File: src/sv/d2h_pkg.sv
// Shared types, character codes and helpers for the decimal-to-hex text rewriter.
package d2h_pkg;

  localparam logic [7:0] CHAR_ZERO = 8'h30;  // '0'
  localparam logic [7:0] CHAR_NINE = 8'h39;  // '9'
  localparam logic [7:0] CHAR_X    = 8'h78;  // 'x'
  localparam logic [7:0] CHAR_A    = 8'h61;  // 'a'
  localparam logic [7:0] CHAR_NUL  = 8'h00;

  typedef enum logic [5:0] {
    ST_IDLE  = 6'b000001,
    ST_PFX0  = 6'b000010,
    ST_PFX1  = 6'b000100,
    ST_SKIP  = 6'b001000,
    ST_DIG   = 6'b010000,
    ST_TAIL  = 6'b100000
  } state_t;

  // Source of the byte written into the output register.
  typedef enum logic [2:0] {
    SEL_IN   = 3'd0,  // live input transaction
    SEL_HELD = 3'd1,  // latched ending byte, pass-through byte or end marker
    SEL_ZERO = 3'd2,
    SEL_X    = 3'd3,
    SEL_HEX  = 3'd4
  } emit_sel_t;

  typedef struct packed {
    logic      acc_digit;    // fold incoming digit into accumulator
    logic      start_flush;  // move accumulator into nibble shifter, clear run
    logic      latch_item;   // hold input transaction for later emission
    logic      shift;        // advance to next nibble
    logic      emit;         // load output register
    emit_sel_t emit_sel;
    logic      emit_last;
  } ctrl_cmd_t;

  typedef struct packed {
    logic in_is_digit;
    logic pending;
    logic top_zero;
    logic cnt_zero;
    logic out_free;
  } ctrl_sts_t;

  function automatic logic [7:0] hex_char(input logic [3:0] nib);
    logic [7:0] c;
    if (nib < 4'd10) begin
      c = CHAR_ZERO + {4'd0, nib};
    end else begin
      c = CHAR_A + {4'd0, nib - 4'd10};
    end
    return c;
  endfunction

endpackage

File: src/sv/d2h_ctrl.sv
// Controller state machine: sequences prefix, hex digits and the ending byte.
module d2h_ctrl (
  input  logic              clk,
  input  logic              rst_n,
  input  logic              in_valid,
  input  logic              in_cmd,
  output logic              in_ready,
  input  d2h_pkg::ctrl_sts_t sts,
  output d2h_pkg::ctrl_cmd_t cmd
);
  import d2h_pkg::*;

  state_t state_r, state_nxt;

  assign in_ready = (state_r == ST_IDLE);

  always_ff @(posedge clk) begin
    if (!rst_n) begin
      state_r <= ST_IDLE;
    end else begin
      state_r <= state_nxt;
    end
  end

  always_comb begin
    state_nxt = state_r;
    cmd       = '0;
    cmd.emit_sel = SEL_IN;
    case (state_r)
      ST_IDLE: begin
        if (in_valid) begin
          if (!in_cmd && sts.in_is_digit) begin
            cmd.acc_digit = 1'b1;
          end else if (sts.pending) begin
            cmd.start_flush = 1'b1;
            cmd.latch_item  = 1'b1;
            state_nxt       = ST_PFX0;
          end else if (sts.out_free) begin
            // pass-through byte or bare end marker goes out directly
            cmd.emit      = 1'b1;
            cmd.emit_sel  = SEL_IN;
            cmd.emit_last = 1'b1;
          end else begin
            cmd.latch_item = 1'b1;
            state_nxt      = ST_TAIL;
          end
        end
      end
      ST_PFX0: begin
        if (sts.out_free) begin
          cmd.emit     = 1'b1;
          cmd.emit_sel = SEL_ZERO;
          state_nxt    = ST_PFX1;
        end
      end
      ST_PFX1: begin
        if (sts.out_free) begin
          cmd.emit     = 1'b1;
          cmd.emit_sel = SEL_X;
          state_nxt    = ST_SKIP;
        end
      end
      ST_SKIP: begin
        // drop leading zero nibbles; the last nibble always prints
        if (sts.top_zero && !sts.cnt_zero) begin
          cmd.shift = 1'b1;
        end else if (sts.out_free) begin
          cmd.emit     = 1'b1;
          cmd.emit_sel = SEL_HEX;
          cmd.shift    = 1'b1;
          state_nxt    = sts.cnt_zero ? ST_TAIL : ST_DIG;
        end
      end
      ST_DIG: begin
        if (sts.out_free) begin
          cmd.emit     = 1'b1;
          cmd.emit_sel = SEL_HEX;
          cmd.shift    = 1'b1;
          if (sts.cnt_zero) begin
            state_nxt = ST_TAIL;
          end
        end
      end
      ST_TAIL: begin
        if (sts.out_free) begin
          cmd.emit      = 1'b1;
          cmd.emit_sel  = SEL_HELD;
          cmd.emit_last = 1'b1;
          state_nxt     = ST_IDLE;
        end
      end
      default: begin
        state_nxt = ST_IDLE;
      end
    endcase
  end

endmodule

File: src/sv/d2h_datapath.sv
// Datapath: decimal accumulator, nibble shifter, held transaction and output register.
module d2h_datapath #(
  parameter int VALUE_BITS = 32
) (
  input  logic               clk,
  input  logic               rst_n,
  input  logic               in_cmd,
  input  logic [7:0]         in_text_byte,
  input  logic               out_ready,
  output logic               out_valid,
  output logic [7:0]         out_byte,
  output logic               out_is_end,
  output logic               out_last_of_run,
  input  d2h_pkg::ctrl_cmd_t cmd,
  output d2h_pkg::ctrl_sts_t sts
);
  import d2h_pkg::*;

  localparam int NIBBLES = (VALUE_BITS + 3) / 4;
  localparam int SH_W    = NIBBLES * 4;
  localparam int CNT_W   = (NIBBLES > 1) ? $clog2(NIBBLES) : 1;
  localparam int EXT_W   = VALUE_BITS + 4;

  logic [VALUE_BITS-1:0] acc_r, acc_nxt;
  logic                  pending_r;
  logic [SH_W-1:0]       sh_r;
  logic [CNT_W-1:0]      cnt_r;
  logic                  held_cmd_r;
  logic [7:0]            held_byte_r;
  logic                  out_valid_r;
  logic [7:0]            out_byte_r, out_byte_nxt;
  logic                  out_is_end_r, out_is_end_nxt;
  logic                  out_last_r;

  logic [7:0]       byte_off;
  logic [EXT_W-1:0] acc_ext, prod;
  logic             ovf;
  logic [3:0]       top_nib;

  assign byte_off = in_text_byte - CHAR_ZERO;
  assign acc_ext  = EXT_W'(acc_r);
  // acc*10 + digit; any carry into the top nibble means overflow
  assign prod     = (acc_ext << 3) + (acc_ext << 1) + EXT_W'(byte_off[3:0]);
  assign ovf      = |prod[EXT_W-1:VALUE_BITS];
  assign acc_nxt  = ovf ? {VALUE_BITS{1'b1}} : prod[VALUE_BITS-1:0];
  assign top_nib  = sh_r[SH_W-1 -: 4];

  assign sts.in_is_digit = (in_text_byte >= CHAR_ZERO) && (in_text_byte <= CHAR_NINE);
  assign sts.pending     = pending_r;
  assign sts.top_zero    = (top_nib == 4'd0);
  assign sts.cnt_zero    = (cnt_r == '0);
  assign sts.out_free    = !out_valid_r || out_ready;

  always_ff @(posedge clk) begin
    if (!rst_n) begin
      acc_r     <= '0;
      pending_r <= 1'b0;
    end else if (cmd.acc_digit) begin
      acc_r     <= acc_nxt;
      pending_r <= 1'b1;
    end else if (cmd.start_flush) begin
      acc_r     <= '0;
      pending_r <= 1'b0;
    end
  end

  always_ff @(posedge clk) begin
    if (cmd.start_flush) begin
      sh_r  <= SH_W'(acc_r);
      cnt_r <= CNT_W'(NIBBLES - 1);
    end else if (cmd.shift) begin
      sh_r  <= {sh_r[SH_W-5:0], 4'd0};
      cnt_r <= cnt_r - CNT_W'(1);
    end
    if (cmd.latch_item) begin
      held_cmd_r  <= in_cmd;
      held_byte_r <= in_text_byte;
    end
  end

  always_comb begin
    out_byte_nxt   = CHAR_NUL;
    out_is_end_nxt = 1'b0;
    case (cmd.emit_sel)
      SEL_IN: begin
        out_byte_nxt   = in_cmd ? CHAR_NUL : in_text_byte;
        out_is_end_nxt = in_cmd;
      end
      SEL_HELD: begin
        out_byte_nxt   = held_cmd_r ? CHAR_NUL : held_byte_r;
        out_is_end_nxt = held_cmd_r;
      end
      SEL_ZERO: out_byte_nxt = CHAR_ZERO;
      SEL_X:    out_byte_nxt = CHAR_X;
      SEL_HEX:  out_byte_nxt = hex_char(top_nib);
      default:  out_byte_nxt = CHAR_NUL;
    endcase
  end

  always_ff @(posedge clk) begin
    if (!rst_n) begin
      out_valid_r <= 1'b0;
    end else if (cmd.emit) begin
      out_valid_r <= 1'b1;
    end else if (out_ready) begin
      out_valid_r <= 1'b0;
    end
  end

  always_ff @(posedge clk) begin
    if (cmd.emit) begin
      out_byte_r   <= out_byte_nxt;
      out_is_end_r <= out_is_end_nxt;
      out_last_r   <= cmd.emit_last;
    end
  end

  assign out_valid       = out_valid_r;
  assign out_byte        = out_byte_r;
  assign out_is_end      = out_is_end_r;
  assign out_last_of_run = out_last_r;

endmodule

File: src/sv/decimal_to_hex_text_rewriter_unit.sv
// Top level of the decimal-to-hex text rewriter.
// Text bytes enter one transaction at a time. Digit bytes are taken one per cycle, plain bytes
// with no open number likewise while the output register is free; a digit only updates the
// accumulator, a plain byte or a bare end marker goes straight into the output register (or,
// if it is full, is held and sent from the tail state), which decouples the two sides. An
// ending byte or end marker that closes a digit run holds the input while the controller
// walks the nibble shifter one nibble per cycle while the output is not stalled, emitting
// "0x", the digits, then the ending byte; the hex digits printed and the leading zero nibbles
// skipped number ceil(VALUE_BITS/4). Overflow of the VALUE_BITS accumulator saturates to all ones.
module decimal_to_hex_text_rewriter_unit #(
  parameter int VALUE_BITS = 32
) (
  input  logic       clk,
  input  logic       rst_n,
  input  logic       in_valid,
  output logic       in_ready,
  input  logic       in_cmd,
  input  logic [7:0] in_text_byte,
  output logic       out_valid,
  input  logic       out_ready,
  output logic [7:0] out_byte,
  output logic       out_is_end,
  output logic       out_last_of_run
);
  import d2h_pkg::*;

  ctrl_cmd_t cmd;
  ctrl_sts_t sts;

  d2h_ctrl u_ctrl (
    .clk      (clk),
    .rst_n    (rst_n),
    .in_valid (in_valid),
    .in_cmd   (in_cmd),
    .in_ready (in_ready),
    .sts      (sts),
    .cmd      (cmd)
  );

  d2h_datapath #(
    .VALUE_BITS (VALUE_BITS)
  ) u_dp (
    .clk             (clk),
    .rst_n           (rst_n),
    .in_cmd          (in_cmd),
    .in_text_byte    (in_text_byte),
    .out_ready       (out_ready),
    .out_valid       (out_valid),
    .out_byte        (out_byte),
    .out_is_end      (out_is_end),
    .out_last_of_run (out_last_of_run),
    .cmd             (cmd),
    .sts             (sts)
  );

endmodule

File: config.mk
export PLATFORM = sky130hd
export DESIGN_NAME = decimal_to_hex_text_rewriter_unit
export DESIGN_NICKNAME = d
export VERILOG_FILES = /design/src/sv/d2h_pkg.sv /design/src/sv/d2h_ctrl.sv /design/src/sv/d2h_datapath.sv /design/src/sv/decimal_to_hex_text_rewriter_unit.sv
export SDC_FILE = /design/constraint.sdc
export NUM_CORES = 1
export LEC_CHECK = 0
export BUFFER_PORTS_ARGS = -buffer_cell sky130_fd_sc_hd__buf_2
export CORE_MARGIN = 3
export CORE_UTILIZATION = 45
export DETAILED_ROUTE_END_ITERATION = 8
export GPL_TIMING_DRIVEN = 1
export PLACE_DENSITY_LB_ADDON = 0.3
export SLEW_MARGIN = 20
export SYNTH_ARGS = -nofsm -noshare
export SYNTH_HDL_FRONTEND = slang
export SYNTH_SLANG_ARGS = --single-unit
File: constraint.sdc
create_clock -name clk -period 4 [get_ports clk]
set_input_delay 0.2 -clock clk [delete_from_list [all_inputs] [get_ports clk]]
set_output_delay 0.2 -clock clk [all_outputs]
set_load 0.01 [all_outputs]
==> impl_metrics.yaml, run 1 <==
status:
  status: "finished clean"
floorplan:
  std_cell_rows: 43
  num_io_pins: 25
  die_x_um: 126
  start_util: 0.464
  core_region_area_mm2: 0.0140
  die_y_um: 126
  die_area_mm2: 0.0159
routing:
  wl_per_cell_um: 16.8
  dr.first_iter.drc_count: 431
  firstDrtPassIters: 5
  routed.top_layer: "met4"
  route.met2.wl_mm: 6.58
  drt-met1-wl_mm: 7.29
  drc: 0
  avgViaCountPerCell: 5.88
  drt-total-wl_mm: 14.7
  drtAntennaViolNets: 0
  vias: 5138
  wl_met3_um: 542
clock_network:
  h-tree-depth: 3
  cts_hold_buffers: 0
  clk_pin_slew_worst_paths_ns: 0.07
  numCtsBuffers: 9
  cts_num_sinks: 94
  post-cts-setup-buffers: 0
  clockBufferDepth: 2
  cts_resized: 0
  cts_root_buf: "clkbuf_16"
  insertion_delay_ns: 0.34
  cts_tree: "yes"
final_layout:
  final_cells: 874
  drive_gt1_frac: 0.128
  area_delta_synth_final_pct: 8.58
  fin_nets: 773
  fill_cells: 1267
  multi_input_area_mm2: 0.00389
  antenna_cells: 0
  seqCellArea_mm2: 0.00239
worst_setup_path:
  crit_buf_inv: 2
  critPathTopFamily: "compound AO/OA/AOI/OAI gates"
  max_stage_delay_ns: 0.54
  path_cells: "fa_1 > inv_1 > fa_1 > nand2b_1 > a21oi_1 > o31ai_1 > o21a_2 > a21o_1 > a211o_1 > a2111oi_4 > buf_12 > a21oi_1"
  start_kind: "register"
  cp_data_arrival_time_ns: 3.77
  cp_max_fo: 32
  end_kind: "register"
  crit_type: "register to register"
  cpMaxStageDelayCell: "fa_1"
  r2r_slack_ns: 0.46
  worstPathRequired_ns: 4.23
sta:
  setup_ws_ns: 0.458
  post-route-period-util: 0.885
  period_needed_ns: 3.54
  rsz0062_at_grt: "false"
  maxClockFrequency_mhz: 282
  tightest_slew_ns: 1.04
  slew-limit-headroom: 0.301
  finClkSkew_ns: 0.00626
  hold_viol_final: 0
  final.setup.tns_ns: 0
  setup_viol_count_final: 0
  final_max_slew_viol_count: 0
yosys:
  ys_top_cells_by_area: "edfxtp_1 24%, ha_1 13%, dfxtp_1 13%"
  synth_flop_cell: "edfxtp_1"
  synth_top_area_frac: 0.236
  ys_warn_count: 0
  ys_ff_latch: 94
  yosysMostFrequentCell: "nand2_1"
  asyncSetResetFlopFracSynth: 0
  syn_nets: 763
  synthesis.area_mm2: 0.00649
  synth_commonest_cells: "70 x nand2_1, 69 x a21oi_1, 69 x ha_1, 51 x edfxtp_1, 44 x a21o_1"
  ys_seq_area_frac: 0.369
  synth_top_area_cell: "edfxtp_1"
  synth.distinct_cells: 64
  syn_area_per_cell_um2: 9.55
  syn_inst: 679
  synth_edf_count: 51
global_route:
  grt_overflow: 0
  grt_pass1_vias: 4935
  antenna_found_initial: 0
  grt.total_usage: 0.184
  grt_max_degree: 41
  grt_pass1_wl_mm: 24.4
power_and_ir_drop:
  p_leak_nw: 3.17
  power_mw: 2.28
  vdd_drop_max_mv: 0.235
  p_per_area_mw_per_mm2: 324
run:
  maxCapViolations: 0
placement:
  dp_hpwl_mm: 11.1
  gp_congestion: 0.862
  placed_cells: 858
  io_buffers: 24
  preCtsSetupSlack_ns: 0.473
worst_hold_path:
  hp-class: "input pin to register"
[power breakdown]
group | leakage, nW | internal (mW) | switching [mW]
Sequential | 0.808 | 1.09 | 0.0280
Combinational | 2.22 | 0.118 | 0.187
Clock | 0.142 | 0.487 | 0.372
Total | 3.17 | 1.69 | 0.587
[routing by layer]
| layer | up-vias | track usage |
|---|---|---|
| met2 | 114 | 0.286 |
| li1 | 2548 | - |
| met3 | 23 | 0.0221 |
| met5 | - | 0 |
| met1 | 2453 | 0.266 |
| met4 | 0 | 0.0587 |
[logic make-up after synthesis]
logic type / count (synthesis) / synth area share
multiplexers: 30 / 0.0517
adder cells (fa/ha/maj): 71 / 0.139
flip-flops: 94 / 0.369
AO/OA/AOI/OAI: 219 / 0.224
buffers and inverters: 47 / 0.0318
AND/OR/NAND/NOR: 187 / 0.142
XOR/XNOR: 31 / 0.0419
[metrics by stage]
stage	hold slack, ns	instance area [um^2]	utilization
global placement	0.411	6750	0.482
finish	0.0763	7040	0.504
detailed placement	0.412	6750	0.482
CTS	0.0632	7040	0.504
floorplan	0.299	6490	-
global route	0.0682	7040	0.504
[final timing paths]
kind	from	end	cells past startpoint
max	u_dp.acc_r[0]	u_dp.acc_r[3]	12
min reg2reg	u_dp.cnt_r[0]	u_dp.cnt_r[0]	2
min	in_text_byte[7]	u_dp.held_byte_r[7]	1
max reg2reg	u_dp.acc_r[0]	u_dp.acc_r[3]	12
[layout by cell type (no fill, tap or decap), drive strengths merged, types with 6 or more instances in the layout]
cell	count
a21o	44
inv	18
and3	9
nor2b	9
nor2	39
buf	30
o21ai	34
xor2	19
dfxtp	43
o211ai	7
a221o	7
nand2b	12
clkbuf	9
mux2	28
nand3	10
a211oi	8
xnor2	12
o21a	8
a21oi	79
edfxtp	51
ha	69
nor3	9
nand4	6
nand2	70
[worst reg2reg max path, delay by kind of cell, from the launching register on]
family	cells	cell delay [ns]
fa+ha+maj	2	0.99
flops	1	0.35
simple gates	1	0.18
buf+inv	2	0.33
compound gates	7	1.58
[state kept, by name, indices dropped and copies added, names as in the netlist]
register / count
u_dp.acc_r: 32
u_dp.cnt_r: 3
u_dp.held_cmd_r: 1
u_dp.held_byte_r: 8
u_dp.sh_r: 32
u_dp.out_valid: 1
u_dp.pending_r: 1
u_dp.out_is_end: 1
u_ctrl.state_r: 6
u_dp.out_byte: 8
u_dp.out_last_of_run: 1
[final cells by class]
type	count	area share
clock buffers	9	0.0320
inverters	16	0.00853
flip-flops and latches	94	0.340
well taps	180	0.0320
clock inverters	7	0.0103
multi-input cells	538	0.552
repair buffers	30	0.0252
No activity file was read; power rests on OpenSTA's default activity.
==> inputs of run 2 (changes only) <==
--- a/config.mk
+++ b/config.mk
@@ -6,11 +6,12 @@
 export NUM_CORES = 1
 export LEC_CHECK = 0
 export BUFFER_PORTS_ARGS = -buffer_cell sky130_fd_sc_hd__buf_2
+export CAP_MARGIN = 25
 export CORE_MARGIN = 3
 export CORE_UTILIZATION = 45
 export DETAILED_ROUTE_END_ITERATION = 8
 export GPL_TIMING_DRIVEN = 1
-export PLACE_DENSITY_LB_ADDON = 0.3
+export PLACE_DENSITY_LB_ADDON = 0.2
 export SLEW_MARGIN = 20
 export SYNTH_ARGS = -nofsm -noshare
 export SYNTH_HDL_FRONTEND = slang
==> impl_metrics.yaml, run 2 (synthesis results as in run 1) <==
status:
  status: "finished clean"
placement:
  gp_congestion: 0.893
  dp_hpwl_mm: 11.2
  io_buffers: 24
  preCtsSetupSlack_ns: 0.394
global_route:
  grt_max_degree: 41
  grt.total_usage: 0.191
  grt_pass1_vias: 4991
  grt_overflow: 0
  grt_pass1_wl_mm: 25.2
  antenna_found_initial: 0
clock_network:
  clockBufferDepth: 2
  post-cts-setup-buffers: 0
  insertion_delay_ns: 0.33
  cts_root_buf: "clkbuf_16"
  cts_hold_buffers: 0
  cts_tree: "yes"
  clk_pin_slew_worst_paths_ns: 0.06
  cts_num_sinks: 94
  cts_resized: 0
  numCtsBuffers: 9
  h-tree-depth: 3
routing:
  avgViaCountPerCell: 5.88
  firstDrtPassIters: 5
  vias: 5140
  drc: 0
  wl_per_cell_um: 17.3
  drt-total-wl_mm: 15.1
  dr.first_iter.drc_count: 412
  drtAntennaViolNets: 0
sta:
  final_max_slew_viol_count: 0
  finClkSkew_ns: 0.00553
  whs_ns: 0.0701
  final.setup.tns_ns: 0
  hold_viol_final: 0
  rsz0062_at_grt: "false"
  post-route-period-util: 0.902
  period_needed_ns: 3.61
  tightest_slew_ns: 0.881
  maxClockFrequency_mhz: 277
  slew-limit-headroom: 0.408
  setup_ws_ns: 0.392
  setup_viol_count_final: 0
worst_setup_path:
  path_cells: "fa_1 > inv_1 > fa_1 > nand2b_1 > a21oi_1 > o31ai_1 > o21a_2 > a21o_1 > a211o_1 > a2111oi_4 > buf_12 > a21oi_1"
  cp_data_arrival_time_ns: 3.83
  crit_buf_inv: 2
  crit_type: "register to register"
  start_kind: "register"
  max_stage_delay_ns: 0.55
  cpMaxStageDelayCell: "fa_1"
  cp_max_fo: 32
  worstPathRequired_ns: 4.22
  end_kind: "register"
  critPathTopFamily: "compound AO/OA/AOI/OAI gates"
floorplan:
  die_x_um: 126
  die_y_um: 126
  num_io_pins: 25
  start_util: 0.464
  die_area_mm2: 0.0159
  std_cell_rows: 43
  core_region_area_mm2: 0.0140
power_and_ir_drop:
  netSwitchingPower_uw: 570
  swShare: 0.251
  p_per_area_mw_per_mm2: 322
  p_leak_nw: 3.16
  p_seq_frac: 0.492
  pwr-share-comb: 0.136
  vdd_drop_max_mv: 0.284
  clkPwrFrac: 0.372
  power.internal_mw: 1.70
final_layout:
  reg_top3: "u_dp.acc_r x32, u_dp.sh_r x32"
  antenna_cells: 0
  fin_nets: 773
  area_delta_synth_final_pct: 8.49
  drive_gt1_frac: 0.124
  fill_cells: 1312
  mostFrequentLayoutCells: "69 x a21oi_1, 69 x nand2_1, 69 x ha_1"
run:
  maxCapViolations: 0
worst_hold_path:
  hp-class: "input pin to register"
==> run 2: layout make-up <==
cell class                 count  area [um^2]  area share
sequential                    94         2390       0.340
multi-input combinational    538         3900       0.554
timing repair buffer          30          178      0.0252
tap                          180          225      0.0320
inverter                      16         60.1     0.00853
clock inverter                 3         45.0     0.00640
clock buffer                  13          240      0.0341
==> run 2: per-stage QoR <==
stage	utilization	total power, mW	area [um^2]	std cells
2_1_floorplan	-	1.35	6490	679
3_3_place_gp	0.482	1.43	6750	858
3_5_place_dp	0.482	1.44	6750	858
4_1_cts	0.503	2.28	7030	874
5_1_grt	0.503	2.37	7040	874
6_report	0.503	2.27	7040	874
==> run 2: power by group through the flow <==
| stage | sequential (mW) | clock [mW] | combinational, mW |
|---|---|---|---|
| 6_report | 1.12 | 0.842 | 0.309 |
| 5_1_grt | 1.12 | 0.905 | 0.343 |
| 4_1_cts | 1.12 | 0.856 | 0.305 |
| 3_5_place_dp | 1.14 | 0 | 0.304 |
| 3_3_place_gp | 1.13 | 0 | 0.300 |
| 2_1_floorplan | 1.15 | 0 | 0.197 |
==> run 2: path summary, 6_finish.rpt <==
kind	from	end	slack, ns	cells past startpoint
max reg2reg	u_dp.acc_r[0]	u_dp.acc_r[3]	0.39	12
min	in_text_byte[5]	u_dp.held_byte_r[5]	0.07	1
max	u_dp.acc_r[0]	u_dp.acc_r[3]	0.39	12
min reg2reg	u_dp.cnt_r[1]	u_dp.cnt_r[1]	0.51	2
==> run 2: metal layers <==
layer	track usage	wire length (um)	up-vias
li1	-	-	2542
met4	0.0574	299	0
met5	0	0	-
met2	0.304	6950	124
met1	0.270	7260	2451
met3	0.0297	592	23
==> inputs of run 3 (changes only) <==
--- a/config.mk
+++ b/config.mk
@@ -5,8 +5,10 @@
 export SDC_FILE = /design/constraint.sdc
 export NUM_CORES = 1
 export LEC_CHECK = 0
+export ABC_AREA = 1
 export BUFFER_PORTS_ARGS = -buffer_cell sky130_fd_sc_hd__buf_2
 export CAP_MARGIN = 25
+export CORE_ASPECT_RATIO = 0.5
 export CORE_MARGIN = 3
 export CORE_UTILIZATION = 45
 export DETAILED_ROUTE_END_ITERATION = 8
==> constraint.sdc (replaced) <==
create_clock -name clk -period 4.6 [get_ports clk]
set_input_delay 0.23 -clock clk [delete_from_list [all_inputs] [get_ports clk]]
set_output_delay 0.23 -clock clk [all_outputs]
set_load 0.01 [all_outputs]
==> impl_metrics.yaml, run 3 <==
global_route:
  grt_util_met2: 0.313
  antenna_found_initial: 0
  grt.busiest_layer: "met2"
  met1_usage: 0.291
  grt.total_usage: 0.201
  use_met3: 0.0333
  grt_pass1_wl_mm: 29.8
  grt_pass1_vias: 5898
  grt_max_degree: 38
  grt_overflow: 0
yosys:
  synth_edf_count: 51
  synthSimpleGateAreaFrac: 0.343
  synth_top_family_by_area: "simple AND/OR/NAND/NOR gates"
  muxShareOfSynthArea: 0
  synth_compound_area_frac: 0.0952
  yosys.area_share.adder: 0.122
  synth-xor-area-share: 0.0237
  ys_seq_area_frac: 0.323
  ys_ff_latch: 94
  ys_top_cells_by_area: "edfxtp_1 21%, nand2_1 18%, ha_1 12%"
  syn_inst: 1008
  synth_top_area_cell: "edfxtp_1"
  syn_area_per_cell_um2: 7.34
  synth_top_area_frac: 0.207
  asyncSetResetFlopFracSynth: 0
  synth_commonest_cells: "353 x nand2_1, 128 x inv_1, 72 x nor2_1, 69 x ha_1, 51 x edfxtp_1"
  ys_warn_count: 0
  synth_flop_cell: "edfxtp_1"
  yosysMostFrequentCell: "nand2_1"
  synthesis.area_mm2: 0.00740
  synth.distinct_cells: 41
  syn_nets: 1092
sta:
  maxClockFrequency_mhz: 296
  final_max_slew_viol_count: 0
  final.setup.tns_ns: 0
  hold_viol_final: 0
  post-route-period-util: 0.735
  finClkSkew_ns: 0.00879
  setup_ws_ns: 1.22
  whs_ns: 0.104
  slew-limit-headroom: 0.334
  rsz0062_at_grt: "false"
  setup_viol_count_final: 0
  period_needed_ns: 3.38
  tightest_slew_ns: 0.999
status:
  status: "finished clean"
clock_network:
  cts_root_buf: "clkbuf_16"
  cts_tree: "yes"
  cts_resized: 0
  clk_pin_slew_worst_paths_ns: 0.06
  post-cts-setup-buffers: 0
  clockBufferDepth: 2
  numCtsBuffers: 9
  cts_hold_buffers: 0
  insertion_delay_ns: 0.33
  cts_num_sinks: 94
  h-tree-depth: 3
placement:
  gp_congestion: 0.915
  preCtsSetupSlack_ns: 1.16
  io_buffers: 24
  dp_hpwl_mm: 14.5
  place_area_mm2: 0.00769
floorplan:
  die_area_mm2: 0.0181
  start_util: 0.470
  die_x_um: 187
  std_cell_rows: 32
  die_y_um: 96.7
  core_region_area_mm2: 0.0157
  num_io_pins: 25
worst_setup_path:
  cp_max_fo: 17
  start_kind: "register"
  end_kind: "register"
  worstPathRequired_ns: 4.78
  crit_type: "register to register"
  cp_data_arrival_time_ns: 3.56
final_layout:
  stdcell_area_mm2: 0.00801
  reg_top3: "u_dp.acc_r x32, u_dp.sh_r x32"
  area_delta_synth_final_pct: 8.15
  mostFrequentLayoutCells: "353 x nand2_1, 128 x inv_1, 72 x nor2_1"
  fin_nets: 1111
  antenna_cells: 0
  drive_gt1_frac: 0.161
  layout_commonest_cell: "nand2_1"
routing:
  dr.first_iter.drc_count: 480
  wl_per_cell_um: 14.6
  drtAntennaViolNets: 0
  avgViaCountPerCell: 5.05
  firstDrtPassIters: 7
  drc: 0
  vias: 6328
  drt-total-wl_mm: 18.3
power_and_ir_drop:
  vdd_drop_max_mv: 0.219
  p_per_area_mw_per_mm2: 277
  p_leak_nw: 4.25
run:
  maxCapViolations: 0
worst_hold_path:
  hp-class: "input pin to register"
## run 3: final timing paths
check	start	endpoint	slack, ns	cells after the start
worst max register to register	u_dp.acc_r[0]	u_dp.acc_r[25]	1.22	18
worst min-delay path	in_text_byte[5]	u_dp.held_byte_r[5]	0.10	1
worst max-delay path	u_dp.acc_r[0]	u_dp.acc_r[25]	1.22	18
worst min register to register	u_dp.cnt_r[2]	u_dp.cnt_r[2]	0.49	1
## run 3: kinds of logic (layout without fill, tap and decap cells)
kind of cell             Yosys count  in the layout
AO/OA/AOI/OAI                    107            107
XOR/XNOR                          20             20
adder cells (fa/ha/maj)           71             71
buffers and inverters            160            184
flip-flops                        94             94
AND/OR/NAND/NOR                  556            556
## run 3: critical path, cell delays in order, from the launching register on
cell	delay (ns)
dfxtp_1	0.35
fa_1	0.54
inv_1	0.07
fa_1	0.45
inv_1	0.07
nand2_1	0.04
nand2_1	0.11
nand3_1	0.08
nand2_1	0.13
nand2_1	0.09
nand2_2	0.10
nand2_1	0.08
nand3_1	0.07
nand2_1	0.09
nor2_4	0.48
buf_12	0.25
nand3_2	0.08
nand2_2	0.10
a21oi_2	0.05
## run 3: per-layer routing
metal | part of all wire | vias up
li1 | - | 3264
met1 | 0.49 | 2878
met2 | 0.43 | 158
met3 | 0.057 | 28
met4 | 0.021 | 0
met5 | 0 | -
## run 3: area by class of cell
class,instances,area (um^2)
fill,1544,7730
timing repair buffer,29,170
clock inverter,6,85.1
multi-input combinational,754,4330
inverter,139,522
clock buffer,10,229
sequential,94,2390
tap,221,277
## run 3: where the power goes
group          internal (mW)  total (mW)  switching (mW)  leakage, nW
registers               1.00        1.03          0.0292        0.819
clock network          0.476       0.785           0.309        0.151
logic                  0.132       0.398           0.265         3.28
## run 3: through the flow
step / cells / power [mW] / utilization
finish: 1253 / 2.21 / 0.509
global route: 1253 / 2.33 / 0.509
CTS: 1253 / 2.23 / 0.509
detailed placement: 1237 / 1.45 / 0.489
global placement: 1237 / 1.44 / 0.489
floorplan: 1008 / 1.32 / -
